==> config.mk <==
export PLATFORM = sky130hd
export DESIGN_NAME = moog_ladder_lowpass
export DESIGN_NICKNAME = d
export VERILOG_FILES = /design/src/sv/mll_pkg.sv /design/src/sv/mll_front.sv /design/src/sv/mll_fifo.sv /design/src/sv/mll_back.sv /design/src/sv/moog_ladder_lowpass.sv
export SDC_FILE = /design/constraint.sdc
export NUM_CORES = 2
export LEC_CHECK = 0
export BUFFER_PORTS_ARGS = -buffer_cell sky130_fd_sc_hd__buf_2
export CAP_MARGIN = 20
export CORE_MARGIN = 10
export CORE_UTILIZATION = 34
export CTS_CLUSTER_SIZE = 25
export DETAILED_ROUTE_END_ITERATION = 12
export SETUP_SLACK_MARGIN = 0.02
export SYNTH_ARGS = -nofsm -noshare
export SYNTH_HDL_FRONTEND = slang
export SYNTH_HIERARCHICAL = 1
export SYNTH_SLANG_ARGS = --single-unit
==> constraint.sdc <==
create_clock -name clk -period 11.8 [get_ports clk]
set_input_delay 3.54 -clock clk [delete_from_list [all_inputs] [get_ports clk]]
set_output_delay 3.54 -clock clk [all_outputs]
set_load 0.01 [all_outputs]
==> src/sv/mll_pkg.sv <==
// Shared types and constants for the four-pole ladder lowpass.
// Used by mll_front, mll_fifo, mll_back and moog_ladder_lowpass.
package mll_pkg;

    localparam int CUT_W     = 14;
    localparam int RES_W     = 16;
    localparam int COEF_W    = 18;
    localparam int COEF_FRAC = 16;
    localparam int RES_FRAC  = 12;
    localparam int KNEE_SHIFT = 11;

    localparam int QUO_W     = 18;
    localparam int NUM_W     = 30;
    localparam int MAG_W     = 30;
    localparam int PRD_W     = NUM_W + MAG_W;
    localparam int RCP_SHIFT = 42;
    localparam int N_LANES   = 3;
    localparam int LANE_PT   = 0;
    localparam int LANE_PT1  = 1;
    localparam int LANE_RES  = 2;

    localparam logic [CUT_W-1:0] CUTOFF_MAX = 14'd8140;
    localparam logic [CUT_W-1:0] RES_KNEE   = 14'd3800;
    localparam logic [RES_W-1:0] RES_MAX    = 16'd16384;

    // ceil(2^42 / divisor) for 7100, 9230 and 4300; exact for numerators below 2^30
    localparam logic [MAG_W-1:0] RCP_PT  = 30'd619443171;
    localparam logic [MAG_W-1:0] RCP_PT1 = 30'd476494747;
    localparam logic [MAG_W-1:0] RCP_RES = 30'd1022801515;
    localparam logic [NUM_W-1:0] RND_PT  = 30'd3550;
    localparam logic [NUM_W-1:0] RND_PT1 = 30'd4615;
    localparam logic [NUM_W-1:0] RND_RES = 30'd2150;

    localparam logic signed [COEF_W-1:0] PT_OFFSET = 18'sd65536;
    localparam logic signed [COEF_W-1:0] TAP_03    = 18'sd19661;

    localparam int STG_W = 2;
    localparam logic [STG_W-1:0] STG_FIRST = 2'd0;
    localparam logic [STG_W-1:0] STG_LAST  = 2'd3;
    localparam int N_STAGES = 4;

    localparam int QDEPTH = 2;
    localparam int QPTR_W = 1;
    localparam int QCNT_W = 2;

    typedef struct packed {
        logic signed [RES_W-1:0]  q;
        logic signed [COEF_W-1:0] pt;
        logic signed [COEF_W-1:0] pt1;
    } coef_t;

    typedef enum logic [1:0] {
        F_IDLE,
        F_DIV,
        F_PUSH
    } front_state_t;

    typedef enum logic [2:0] {
        OP_NONE,
        OP_FB,
        OP_M1,
        OP_M3,
        OP_M2
    } op_t;

endpackage

==> src/sv/mll_front.sv <==
// Front end: accepts a transaction, clamps cutoff and resonance and derives the
// per-sample coefficients by constant reciprocal multiplication, one registered step.
// Depends on mll_pkg.
module mll_front #(
    parameter int SAMPLE_BITS = 24
) (
    input  logic                              clk,
    input  logic                              rst_n,
    input  logic                              in_valid,
    output logic                              in_stall,
    input  logic signed [SAMPLE_BITS-1:0]     sample_in,
    input  logic [mll_pkg::CUT_W-1:0]         cutoff_hz,
    input  logic [mll_pkg::RES_W-1:0]         resonance,
    output logic                              push,
    output logic signed [SAMPLE_BITS-1:0]     push_sample,
    output mll_pkg::coef_t                    push_coef,
    input  logic                              q_full
);
    import mll_pkg::*;

    front_state_t           fst_reg, fst_next;

    logic signed [SAMPLE_BITS-1:0] x_reg;
    logic [RES_W-2:0]       resq_reg;
    logic [NUM_W-1:0]       num_reg  [N_LANES];
    logic [QUO_W-1:0]       quo_reg  [N_LANES];

    logic [NUM_W-1:0]       init_num [N_LANES];
    logic [PRD_W-1:0]       rcp_prod [N_LANES];

    logic [CUT_W-1:0]       f_clamp;
    logic [RES_W-2:0]       res_clamp;
    logic [NUM_W-1:0]       f_wide;
    logic [NUM_W-1:0]       knee_excess;
    logic                   accept;

    assign in_stall = (fst_reg != F_IDLE);
    assign accept   = in_valid && (fst_reg == F_IDLE);

    always_comb
    begin
        f_clamp     = (cutoff_hz > CUTOFF_MAX) ? CUTOFF_MAX : cutoff_hz;
        res_clamp   = (resonance > RES_MAX) ? RES_MAX[RES_W-2:0] : resonance[RES_W-2:0];
        f_wide      = NUM_W'(f_clamp);
        knee_excess = f_wide - NUM_W'(RES_KNEE);

        init_num[LANE_PT]  = (f_wide << COEF_FRAC) + RND_PT;
        init_num[LANE_PT1] = (f_wide << COEF_FRAC) + RND_PT1;
        init_num[LANE_RES] = (f_clamp > RES_KNEE) ? ((knee_excess << KNEE_SHIFT) + RND_RES)
                                                  : '0;

        // floor(n / d) = (n * ceil(2^42 / d)) >> 42
        rcp_prod[LANE_PT]  = num_reg[LANE_PT]  * RCP_PT;
        rcp_prod[LANE_PT1] = num_reg[LANE_PT1] * RCP_PT1;
        rcp_prod[LANE_RES] = num_reg[LANE_RES] * RCP_RES;
    end

    always_comb
    begin
        fst_next = fst_reg;
        case (fst_reg)
            F_IDLE:
            begin
                if (in_valid)
                    fst_next = F_DIV;
            end
            F_DIV:
            begin
                fst_next = F_PUSH;
            end
            F_PUSH:
            begin
                if (!q_full)
                    fst_next = F_IDLE;
            end
            default:
            begin
                fst_next = F_IDLE;
            end
        endcase
    end

    always_ff @(posedge clk or negedge rst_n)
    begin
        if (!rst_n)
        begin
            fst_reg <= F_IDLE;
        end
        else
        begin
            fst_reg <= fst_next;
        end
    end

    always_ff @(posedge clk)
    begin
        if (accept)
        begin
            x_reg    <= sample_in;
            resq_reg <= res_clamp;
            for (int l = 0; l < N_LANES; l++)
            begin
                num_reg[l] <= init_num[l];
            end
        end
        if (fst_reg == F_DIV)
        begin
            for (int l = 0; l < N_LANES; l++)
            begin
                quo_reg[l] <= rcp_prod[l][RCP_SHIFT +: QUO_W];
            end
        end
    end

    assign push        = (fst_reg == F_PUSH) && !q_full;
    assign push_sample = x_reg;

    always_comb
    begin
        push_coef.q   = $signed({1'b0, resq_reg})
                      - $signed({{(RES_W - RES_FRAC){1'b0}}, quo_reg[LANE_RES][RES_FRAC-1:0]});
        push_coef.pt  = $signed(quo_reg[LANE_PT]) - PT_OFFSET;
        push_coef.pt1 = $signed(quo_reg[LANE_PT1]);
    end

endmodule

==> src/sv/mll_fifo.sv <==
// Two-entry queue between the coefficient front end and the filter back end.
// Depends on mll_pkg.
module mll_fifo #(
    parameter int W = 8
) (
    input  logic         clk,
    input  logic         rst_n,
    input  logic         push,
    input  logic [W-1:0] wdata,
    output logic         full,
    input  logic         pop,
    output logic [W-1:0] rdata,
    output logic         empty
);
    import mll_pkg::*;

    logic [W-1:0]      mem [QDEPTH];
    logic [QPTR_W-1:0] wr_ptr_reg, wr_ptr_next;
    logic [QPTR_W-1:0] rd_ptr_reg, rd_ptr_next;
    logic [QCNT_W-1:0] cnt_reg, cnt_next;

    assign full  = (cnt_reg == QCNT_W'(QDEPTH));
    assign empty = (cnt_reg == '0);
    assign rdata = mem[rd_ptr_reg];

    always_comb
    begin
        wr_ptr_next = push ? wr_ptr_reg + 1'b1 : wr_ptr_reg;
        rd_ptr_next = pop  ? rd_ptr_reg + 1'b1 : rd_ptr_reg;
        cnt_next    = cnt_reg + QCNT_W'(push) - QCNT_W'(pop);
    end

    always_ff @(posedge clk or negedge rst_n)
    begin
        if (!rst_n)
        begin
            wr_ptr_reg <= '0;
            rd_ptr_reg <= '0;
            cnt_reg    <= '0;
        end
        else
        begin
            wr_ptr_reg <= wr_ptr_next;
            rd_ptr_reg <= rd_ptr_next;
            cnt_reg    <= cnt_next;
        end
    end

    always_ff @(posedge clk)
    begin
        if (push)
            mem[wr_ptr_reg] <= wdata;
    end

endmodule

==> src/sv/mll_back.sv <==
// Back end: feedback and four one-pole stages on one shared registered multiplier,
// one product a cycle unless stalled, plus output register. Depends on mll_pkg.
module mll_back #(
    parameter int SAMPLE_BITS = 24,
    parameter int STATE_BITS  = 32
) (
    input  logic                           clk,
    input  logic                           rst_n,
    input  logic                           q_empty,
    input  logic signed [SAMPLE_BITS-1:0]  q_sample,
    input  mll_pkg::coef_t                 q_coef,
    output logic                           q_pop,
    output logic                           out_valid,
    input  logic                           out_stall,
    output logic signed [SAMPLE_BITS-1:0]  sample_out
);
    import mll_pkg::*;

    localparam int PW = STATE_BITS + COEF_W;
    localparam int SW = PW + 1;
    localparam logic signed [SW-1:0] ST_MAX  = {{(SW-STATE_BITS+1){1'b0}},
                                                {(STATE_BITS-1){1'b1}}};
    localparam logic signed [SW-1:0] ST_MIN  = ~ST_MAX;
    localparam logic signed [SW-1:0] SMP_MAX = {{(SW-SAMPLE_BITS+1){1'b0}},
                                                {(SAMPLE_BITS-1){1'b1}}};
    localparam logic signed [SW-1:0] SMP_MIN = ~SMP_MAX;
    localparam logic signed [PW-1:0] HALF16  = PW'(1) << (COEF_FRAC - 1);
    localparam logic signed [PW-1:0] HALF12  = PW'(1) << (RES_FRAC - 1);

    function automatic logic signed [STATE_BITS-1:0] sat_st(input logic signed [SW-1:0] v);
        logic signed [SW-1:0] r;
        r = (v > ST_MAX) ? ST_MAX : ((v < ST_MIN) ? ST_MIN : v);
        return r[STATE_BITS-1:0];
    endfunction

    function automatic logic signed [SAMPLE_BITS-1:0] sat_smp(input logic signed [SW-1:0] v);
        logic signed [SW-1:0] r;
        r = (v > SMP_MAX) ? SMP_MAX : ((v < SMP_MIN) ? SMP_MIN : v);
        return r[SAMPLE_BITS-1:0];
    endfunction

    op_t                          iss_reg, iss_next;
    op_t                          prd_reg, prd_next;
    logic [STG_W-1:0]             istg_reg, istg_next;
    logic [STG_W-1:0]             pstg_reg, pstg_next;
    logic                         out_valid_reg, out_valid_next;

    logic signed [STATE_BITS-1:0] prev_in_reg [N_STAGES];
    logic signed [STATE_BITS-1:0] st_out_reg  [N_STAGES];

    logic signed [SAMPLE_BITS-1:0] x_reg;
    coef_t                        coef_reg;
    logic signed [PW-1:0]         prod_reg;
    logic signed [PW-1:0]         m3_reg;
    logic signed [STATE_BITS-1:0] u_reg;
    logic signed [STATE_BITS-1:0] t_reg;
    logic signed [SAMPLE_BITS-1:0] sample_out_reg;

    logic                         hold;
    logic                         adv;
    logic                         start;
    logic                         out_load;
    logic signed [COEF_W-1:0]     mul_a;
    logic signed [STATE_BITS-1:0] mul_b;
    logic signed [PW-1:0]         prod_next;
    logic signed [PW-1:0]         r16;
    logic signed [PW-1:0]         r12;
    logic signed [SW-1:0]         fb_sum;
    logic signed [SW-1:0]         t_sum;
    logic signed [SW-1:0]         y_sum;
    logic signed [STATE_BITS-1:0] fb_val;
    logic signed [STATE_BITS-1:0] t_val;
    logic signed [STATE_BITS-1:0] y_val;

    assign out_valid  = out_valid_reg;
    assign sample_out = sample_out_reg;
    assign q_pop      = start;

    always_comb
    begin
        hold     = (prd_reg == OP_M2) && (pstg_reg == STG_LAST) && out_valid_reg && out_stall;
        adv      = !hold;
        start    = (iss_reg == OP_NONE) && (prd_reg == OP_NONE) && !q_empty;
        out_load = adv && (prd_reg == OP_M2) && (pstg_reg == STG_LAST);

        iss_next  = iss_reg;
        istg_next = istg_reg;
        if (adv)
        begin
            case (iss_reg)
                OP_NONE:
                begin
                    if (start)
                        iss_next = OP_FB;
                end
                OP_FB:
                begin
                    iss_next  = OP_M1;
                    istg_next = STG_FIRST;
                end
                OP_M1:
                begin
                    iss_next = OP_M3;
                end
                OP_M3:
                begin
                    iss_next = OP_M2;
                end
                OP_M2:
                begin
                    if (istg_reg == STG_LAST)
                    begin
                        iss_next = OP_NONE;
                    end
                    else
                    begin
                        iss_next  = OP_M1;
                        istg_next = istg_reg + 1'b1;
                    end
                end
                default:
                begin
                    iss_next = OP_NONE;
                end
            endcase
        end
        prd_next  = adv ? iss_reg  : prd_reg;
        pstg_next = adv ? istg_reg : pstg_reg;

        if (out_load)
            out_valid_next = 1'b1;
        else if (out_valid_reg && !out_stall)
            out_valid_next = 1'b0;
        else
            out_valid_next = out_valid_reg;
    end

    // multiplier operand select
    always_comb
    begin
        case (iss_reg)
            OP_FB:
            begin
                mul_a = COEF_W'(coef_reg.q);
                mul_b = st_out_reg[STG_LAST];
            end
            OP_M1:
            begin
                mul_a = TAP_03;
                mul_b = prev_in_reg[istg_reg];
            end
            OP_M3:
            begin
                mul_a = coef_reg.pt;
                mul_b = st_out_reg[istg_reg];
            end
            OP_M2:
            begin
                mul_a = coef_reg.pt1;
                mul_b = t_reg;
            end
            default:
            begin
                mul_a = '0;
                mul_b = '0;
            end
        endcase
        prod_next = mul_a * mul_b;
    end

    always_comb
    begin
        r16    = (prod_reg + HALF16) >>> COEF_FRAC;
        r12    = (prod_reg + HALF12) >>> RES_FRAC;
        fb_sum = {{(SW-SAMPLE_BITS){x_reg[SAMPLE_BITS-1]}}, x_reg} - {r12[PW-1], r12};
        t_sum  = {{(SW-STATE_BITS){u_reg[STATE_BITS-1]}}, u_reg} + {r16[PW-1], r16};
        y_sum  = {r16[PW-1], r16} - {m3_reg[PW-1], m3_reg};
        fb_val = sat_st(fb_sum);
        t_val  = sat_st(t_sum);
        y_val  = sat_st(y_sum);
    end

    always_ff @(posedge clk or negedge rst_n)
    begin
        if (!rst_n)
        begin
            iss_reg       <= OP_NONE;
            prd_reg       <= OP_NONE;
            istg_reg      <= STG_FIRST;
            pstg_reg      <= STG_FIRST;
            out_valid_reg <= 1'b0;
            for (int s = 0; s < N_STAGES; s++)
            begin
                prev_in_reg[s] <= '0;
                st_out_reg[s]  <= '0;
            end
        end
        else
        begin
            iss_reg       <= iss_next;
            prd_reg       <= prd_next;
            istg_reg      <= istg_next;
            pstg_reg      <= pstg_next;
            out_valid_reg <= out_valid_next;
            if (adv && (prd_reg == OP_M2))
            begin
                prev_in_reg[pstg_reg] <= u_reg;
                st_out_reg[pstg_reg]  <= y_val;
            end
        end
    end

    always_ff @(posedge clk)
    begin
        if (start)
        begin
            x_reg    <= q_sample;
            coef_reg <= q_coef;
        end
        if (adv)
        begin
            prod_reg <= prod_next;
            case (prd_reg)
                OP_FB:
                begin
                    u_reg <= fb_val;
                end
                OP_M1:
                begin
                    t_reg <= t_val;
                end
                OP_M3:
                begin
                    m3_reg <= r16;
                end
                OP_M2:
                begin
                    u_reg <= y_val;
                end
                default:
                begin
                end
            endcase
        end
        if (out_load)
            sample_out_reg <= sat_smp({{(SW-STATE_BITS){y_val[STATE_BITS-1]}}, y_val});
    end

endmodule

==> src/sv/moog_ladder_lowpass.sv <==
// Top level of the four-pole resonant ladder lowpass.
// Instantiates mll_front, mll_fifo and mll_back; depends on mll_pkg.
//
// Usage:
//   Input channel: in_valid / in_stall with sample_in (signed Q0.23), cutoff_hz
//   (Hz, capped at 8140) and resonance (unsigned Q4.12, capped at 4.0). A
//   transaction is taken at a clock edge with in_valid high and in_stall low.
//   Output channel: out_valid / out_stall with sample_out (signed Q0.23,
//   saturated); one output transaction per input transaction, in order.
//   Sequencing: set by the back end's single shared multiplier (13 products per
//   sample), which starts a sample only once the previous one has left it. The
//   front end finishes its reciprocal-multiply coefficient step for one sample
//   before it accepts the next, and runs ahead of the back end through a
//   two-entry queue.
//   Stall: while out_stall holds a result, the back end waits on its last step;
//   in_stall is high while the front end works on an accepted transaction and
//   stays high while the queue is full.
//   Reset: rst_n clears all stage memories to zero and empties the pipeline.
module moog_ladder_lowpass #(
    parameter int SAMPLE_BITS = 24,
    parameter int STATE_BITS  = 32
) (
    input  logic                              clk,
    input  logic                              rst_n,
    input  logic                              in_valid,
    output logic                              in_stall,
    input  logic signed [SAMPLE_BITS-1:0]     sample_in,
    input  logic [mll_pkg::CUT_W-1:0]         cutoff_hz,
    input  logic [mll_pkg::RES_W-1:0]         resonance,
    output logic                              out_valid,
    input  logic                              out_stall,
    output logic signed [SAMPLE_BITS-1:0]     sample_out
);
    import mll_pkg::*;

    localparam int QW = SAMPLE_BITS + $bits(coef_t);

    logic                          q_push;
    logic                          q_full;
    logic                          q_pop;
    logic                          q_empty;
    logic signed [SAMPLE_BITS-1:0] push_sample;
    coef_t                         push_coef;
    logic [QW-1:0]                 q_rdata;
    logic signed [SAMPLE_BITS-1:0] q_sample;
    coef_t                         q_coef;

    assign q_sample = q_rdata[QW-1 -: SAMPLE_BITS];
    assign q_coef   = q_rdata[$bits(coef_t)-1:0];

    mll_front #(
        .SAMPLE_BITS (SAMPLE_BITS)
    ) u_front (
        .clk         (clk),
        .rst_n       (rst_n),
        .in_valid    (in_valid),
        .in_stall    (in_stall),
        .sample_in   (sample_in),
        .cutoff_hz   (cutoff_hz),
        .resonance   (resonance),
        .push        (q_push),
        .push_sample (push_sample),
        .push_coef   (push_coef),
        .q_full      (q_full)
    );

    mll_fifo #(
        .W (QW)
    ) u_fifo (
        .clk   (clk),
        .rst_n (rst_n),
        .push  (q_push),
        .wdata ({push_sample, push_coef}),
        .full  (q_full),
        .pop   (q_pop),
        .rdata (q_rdata),
        .empty (q_empty)
    );

    mll_back #(
        .SAMPLE_BITS (SAMPLE_BITS),
        .STATE_BITS  (STATE_BITS)
    ) u_back (
        .clk        (clk),
        .rst_n      (rst_n),
        .q_empty    (q_empty),
        .q_sample   (q_sample),
        .q_coef     (q_coef),
        .q_pop      (q_pop),
        .out_valid  (out_valid),
        .out_stall  (out_stall),
        .sample_out (sample_out)
    );

`ifndef SYNTHESIS
    a_front_busy_after_accept: assert property (@(posedge clk) disable iff (!rst_n)
        (in_valid && !in_stall) |=> in_stall)
        else $error("front end not busy after accepting a transaction");

    a_pop_not_empty: assert property (@(posedge clk) disable iff (!rst_n)
        q_pop |-> !q_empty)
        else $error("back end popped an empty queue");

    a_push_not_full: assert property (@(posedge clk) disable iff (!rst_n)
        q_push |-> !q_full)
        else $error("front end pushed into a full queue");
`endif

endmodule
==> flow_results.org <==
** Setup path
- Cell type with the highest occurrence count on the critical path :: sky130_fd_sc_hd__fa_1
- At the worst endpoint, the arrival time is about 11 ns.
- CP Capture Type :: register
- Critical Setup Path Class :: reg2reg
- For this design, the slowest cell found on the critical path is sky130_fd_sc_hd__dfrtp_4.
- Of all nets on the critical path, the largest fanout is 37.
- In this run the number of cells on the critical path is 27.
- For this run, the slowest stage of the critical path takes around 0.96 ns.
- STA classifies the critical path startpoint as a register.
- Buffers & Inverters on Critical Path :: 5
- For the worst setup path, the data required time is roughly 12 ns.
- Counting cells, the worst reg-to-reg path comes to 27.
- Kind of cell adding the most delay to the critical path :: adder cells

** Status
- The run finished with clean final reports.

** STA
- Static timing analysis puts the maximum clock frequency at 99.3 MHz.
- For the finished layout, the period the worst path requires is 10.07 ns.
- Worst-margin pin slew :: 1.18 ns
- Minimum hold slack :: 0.426 ns
- Final Max Slew Viols :: 0
- Final critical-path share of the clock period :: 85.4%
- Clock Skew :: approximately 0.096 ns
- Max-Slew Margin vs Limit :: 21.6%
- Summed over all failing endpoints, the final setup total negative slack is 0 ns.
- RSZ-0062 raised after global routing :: false
- Setup violations remaining at the end of the flow were counted as 0.
- Endpoints failing hold :: 0
- Final WS setup :: between 1.5 and 2 ns

** Detailed routing
- Count of antenna-violating nets left after detailed routing :: 0
- Starting DRT DRC Count :: 4916
- After detailed routing, the number of remaining DRC violations is 0.
- The first detailed-routing pass ran for 6 iterations.
- Vias per std cell :: approximately 5.1
- The detailed router placed about 60000 vias in this run.
- For this block, the routed nets add up to around 250 mm of wire.
- Dividing the detail-routed wire length by the instance count gives 20.9 µm.

** CTS
- The H-tree generated during clock tree synthesis spans 3 levels.
- TritonCTS built the clock tree.
- CTS-repair resized insts :: 0
- The tree built by TritonCTS fans out to approximately 800 sinks.
- CTS placed an instance of sky130_fd_sc_hd__clkbuf_16 at the clock tree root.
- Clock network latency to the later pin of the worst-skew pair :: 0.74 ns
- Total of hold buffers inserted after clock tree synthesis :: 0
- Post-CTS setup buffer count :: 0
- Clock slew at reported path FFs :: 0.06 ns
- Worst-case clock buffer depth :: 3
- TritonCTS created 82 clock buffers.

** Placement
- Standard cell area after detailed placement :: 90100 µm²
- In this run the tool buffered the top-level ports with 83 buffer cells.
- The congestion estimate from routability-driven global placement came to between 0.9 and 1.
- The wire-length estimate of the detail-placed layout is 197 mm.
- Worst slack at placement :: about 1.9 ns

** Yosys
- Most common cell in the synthesized netlist :: sky130_fd_sc_hd__inv_1
- The most used flip-flop cell after synthesis is sky130_fd_sc_hd__edfxtp_1.
- Portion of the post-synthesis area used by sequential elements :: roughly a quarter
- Yosys printed 6 warnings.
- In the synthesized netlist the async set-or-reset flop fraction comes to 35.0%.
- After technology mapping, the gate count stands at roughly 8400.
- Synthesis-stage register bit count :: 779
- Summed over its instances, the top area cell type makes up a little over a quarter of the synthesized netlist area.
- Biggest area consumer among synthesized cells :: sky130_fd_sc_hd__fa_1
- Summing every instance area after synthesis gives 85600 µm².
- Yosys attributes the largest share of cell area to sky130_fd_sc_hd__fa_1 26%, sky130_fd_sc_hd__edfxtp_1 18%, sky130_fd_sc_hd__ha_1 14%.
- By count the netlist is led by 1674 x sky130_fd_sc_hd__inv_1, 1131 x sky130_fd_sc_hd__fa_1, 965 x sky130_fd_sc_hd__nand2_1, 925 x sky130_fd_sc_hd__ha_1, 506 x sky130_fd_sc_hd__edfxtp_1.
- Post-synth EDFFs :: about 500
- Yosys mapped the design onto 116 distinct sky130hd cell types.
- A synthesized cell averages just over 10 µm².

** Global routing
- Grt total ovfl :: 0
- In this run the most used layer during global routing was met2.
- Global routing used under 10% of the available met3 tracks.
- Initial antenna violation count :: 19
- Vias in the first global route :: about 64000
- Global-route usage over all layers :: between 15 and 20%
- In the global route stage, met2 resource usage came out at 29.7%.
- Global-route wire length before repair :: 383 mm
- For this run, global-route usage on met1 was measured as 24.4%.
- Entering global routing, the biggest net connects 174 pins.

** Cells and area
- The final layout contains between 10000 and 15000 nets.
- Seq. cell area :: 22000 µm²
- Of the cells placed in the final design, the portion with a size suffix greater than 1 is 7.92%.
- In the final layout, the multi-input gates occupy ~56000 µm².
- The register with the most flip-flops in the layout has 152 of them.
- Summing all non-filler instances in the final layout gives an area of approximately 93000 µm².
- Final-layout fill cell count :: 24900
- The area growth from synthesis to layout is 8.54%.

** Floorplanning
- The initial utilization of the core area, before any placement, comes to 34.1%.
- # rows :: 184
- Vertical die dimension :: 522 µm
- Die X :: 522 µm
- In this run the count of I/O pins placed on the die edge is 84.
- The total area inside the core boundary comes to 251000 µm².
- Overall die area :: 272000 µm²

** Flow run
- Number of max-capacitance violations reported :: 0

** Worst hold path
- The worst hold path belongs to the class reg2reg.
- Along the worst hold path, the cell count comes to 0.
## final cells by class
type,count,share of cell area (%)
Antenna cell,2,0.00539
Sequential cell,779,23.7
Clock inverter,53,0.702
Multi-Input combinational cell,5620,60.4
Timing Repair Buffer,212,1.53
Inverter,1675,6.77
Clock buffer,98,2.32
Tap cell,3348,4.51
## cells by family after synthesis
logic type | synth area share (%)
AO/OA/AOI/OAI | 8.44
XOR/XNOR | 3.18
adder cells (fa/ha/maj) | 40.0
buffers and inverters | 8.89
flip-flops | 25.7
multiplexers | 3.86
other | 0.00438
AND/OR/NAND/NOR | 9.93
## layout by cell type (no fill, tap or decap), types with 117 or more instances in the layout
cell and n:
sky130_fd_sc_hd__inv_1 1674, sky130_fd_sc_hd__fa_1 1131, sky130_fd_sc_hd__nand2_1 964, sky130_fd_sc_hd__ha_1 925, sky130_fd_sc_hd__edfxtp_1 506, sky130_fd_sc_hd__nor2_1 389, sky130_fd_sc_hd__o21ai_0 306, sky130_fd_sc_hd__dfrtp_1 268
sky130_fd_sc_hd__a21oi_1 247, sky130_fd_sc_hd__xnor2_1 195, sky130_fd_sc_hd__buf_4 125, sky130_fd_sc_hd__a21o_1 119, sky130_fd_sc_hd__and2_1 119, sky130_fd_sc_hd__nand3_1 117
## worst paths after layout
check	slack (ns)	endpoint	from
min in group asynchronous	2.87	u_back/prev_in_reg[4]$_DFFE_PN0P_	rst_n
min reg2reg	0.43	u_fifo/mem[0][66]$_DFFE_PP_	u_front/push_sample[14]$_DFFE_PP_
max reg2reg	1.73	u_back/prod_reg[47]$_DFFE_PN_	u_back/istg_reg[0]$_DFFE_PN0P_
max	1.73	u_back/prod_reg[47]$_DFFE_PN_	u_back/istg_reg[0]$_DFFE_PN0P_
min	0.43	u_fifo/mem[0][66]$_DFFE_PP_	u_front/push_sample[14]$_DFFE_PP_
max in group asynchronous	7.18	u_fifo/rd_ptr_reg$_DFFE_PN0P_	rst_n
## worst register-to-register path, stage by stage (launching register included)
cell and delay, ns:
sky130_fd_sc_hd__dfrtp_4 0.96, sky130_fd_sc_hd__buf_4 0.60, sky130_fd_sc_hd__mux4_2 0.58, sky130_fd_sc_hd__a22oi_1 0.40, sky130_fd_sc_hd__o21a_1 0.41, sky130_fd_sc_hd__nor2_1 0.11
sky130_fd_sc_hd__fa_1 0.54, sky130_fd_sc_hd__inv_1 0.06, sky130_fd_sc_hd__fa_1 0.49, sky130_fd_sc_hd__fa_1 0.51, sky130_fd_sc_hd__inv_1 0.05, sky130_fd_sc_hd__fa_1 0.47
sky130_fd_sc_hd__fa_1 0.54, sky130_fd_sc_hd__inv_1 0.05, sky130_fd_sc_hd__fa_1 0.53, sky130_fd_sc_hd__inv_1 0.04, sky130_fd_sc_hd__ha_1 0.34, sky130_fd_sc_hd__and4_1 0.27
sky130_fd_sc_hd__nand3_1 0.17, sky130_fd_sc_hd__o21bai_1 0.20, sky130_fd_sc_hd__nor4_1 0.52, sky130_fd_sc_hd__o311ai_1 0.38, sky130_fd_sc_hd__a21o_1 0.29, sky130_fd_sc_hd__nor3_1 0.42
sky130_fd_sc_hd__o21ai_0 0.23, sky130_fd_sc_hd__a21boi_0 0.34, sky130_fd_sc_hd__o21ai_0 0.16, sky130_fd_sc_hd__a21oi_1 0.19
## per-stage QoR
step           instances  util [%]
2_1_floorplan       8356         -
3_3_place_gp       11600      35.9
3_5_place_dp       11600      35.9
4_1_cts            11800      37.0
5_1_grt            11800      37.0
6_report           11800      37.0
## layer usage
metal / up-vias / part of all wire [%]
met5: - / 0.032
met4: 12 / 3.2
met3: 429 / 6.9
met2: 1937 / 47
met1: 30300 / 43
li1: 27000 / -
Power is not shown: default switching activity piles up to over one toggle a cycle in this logic, so the estimate is an artifact.
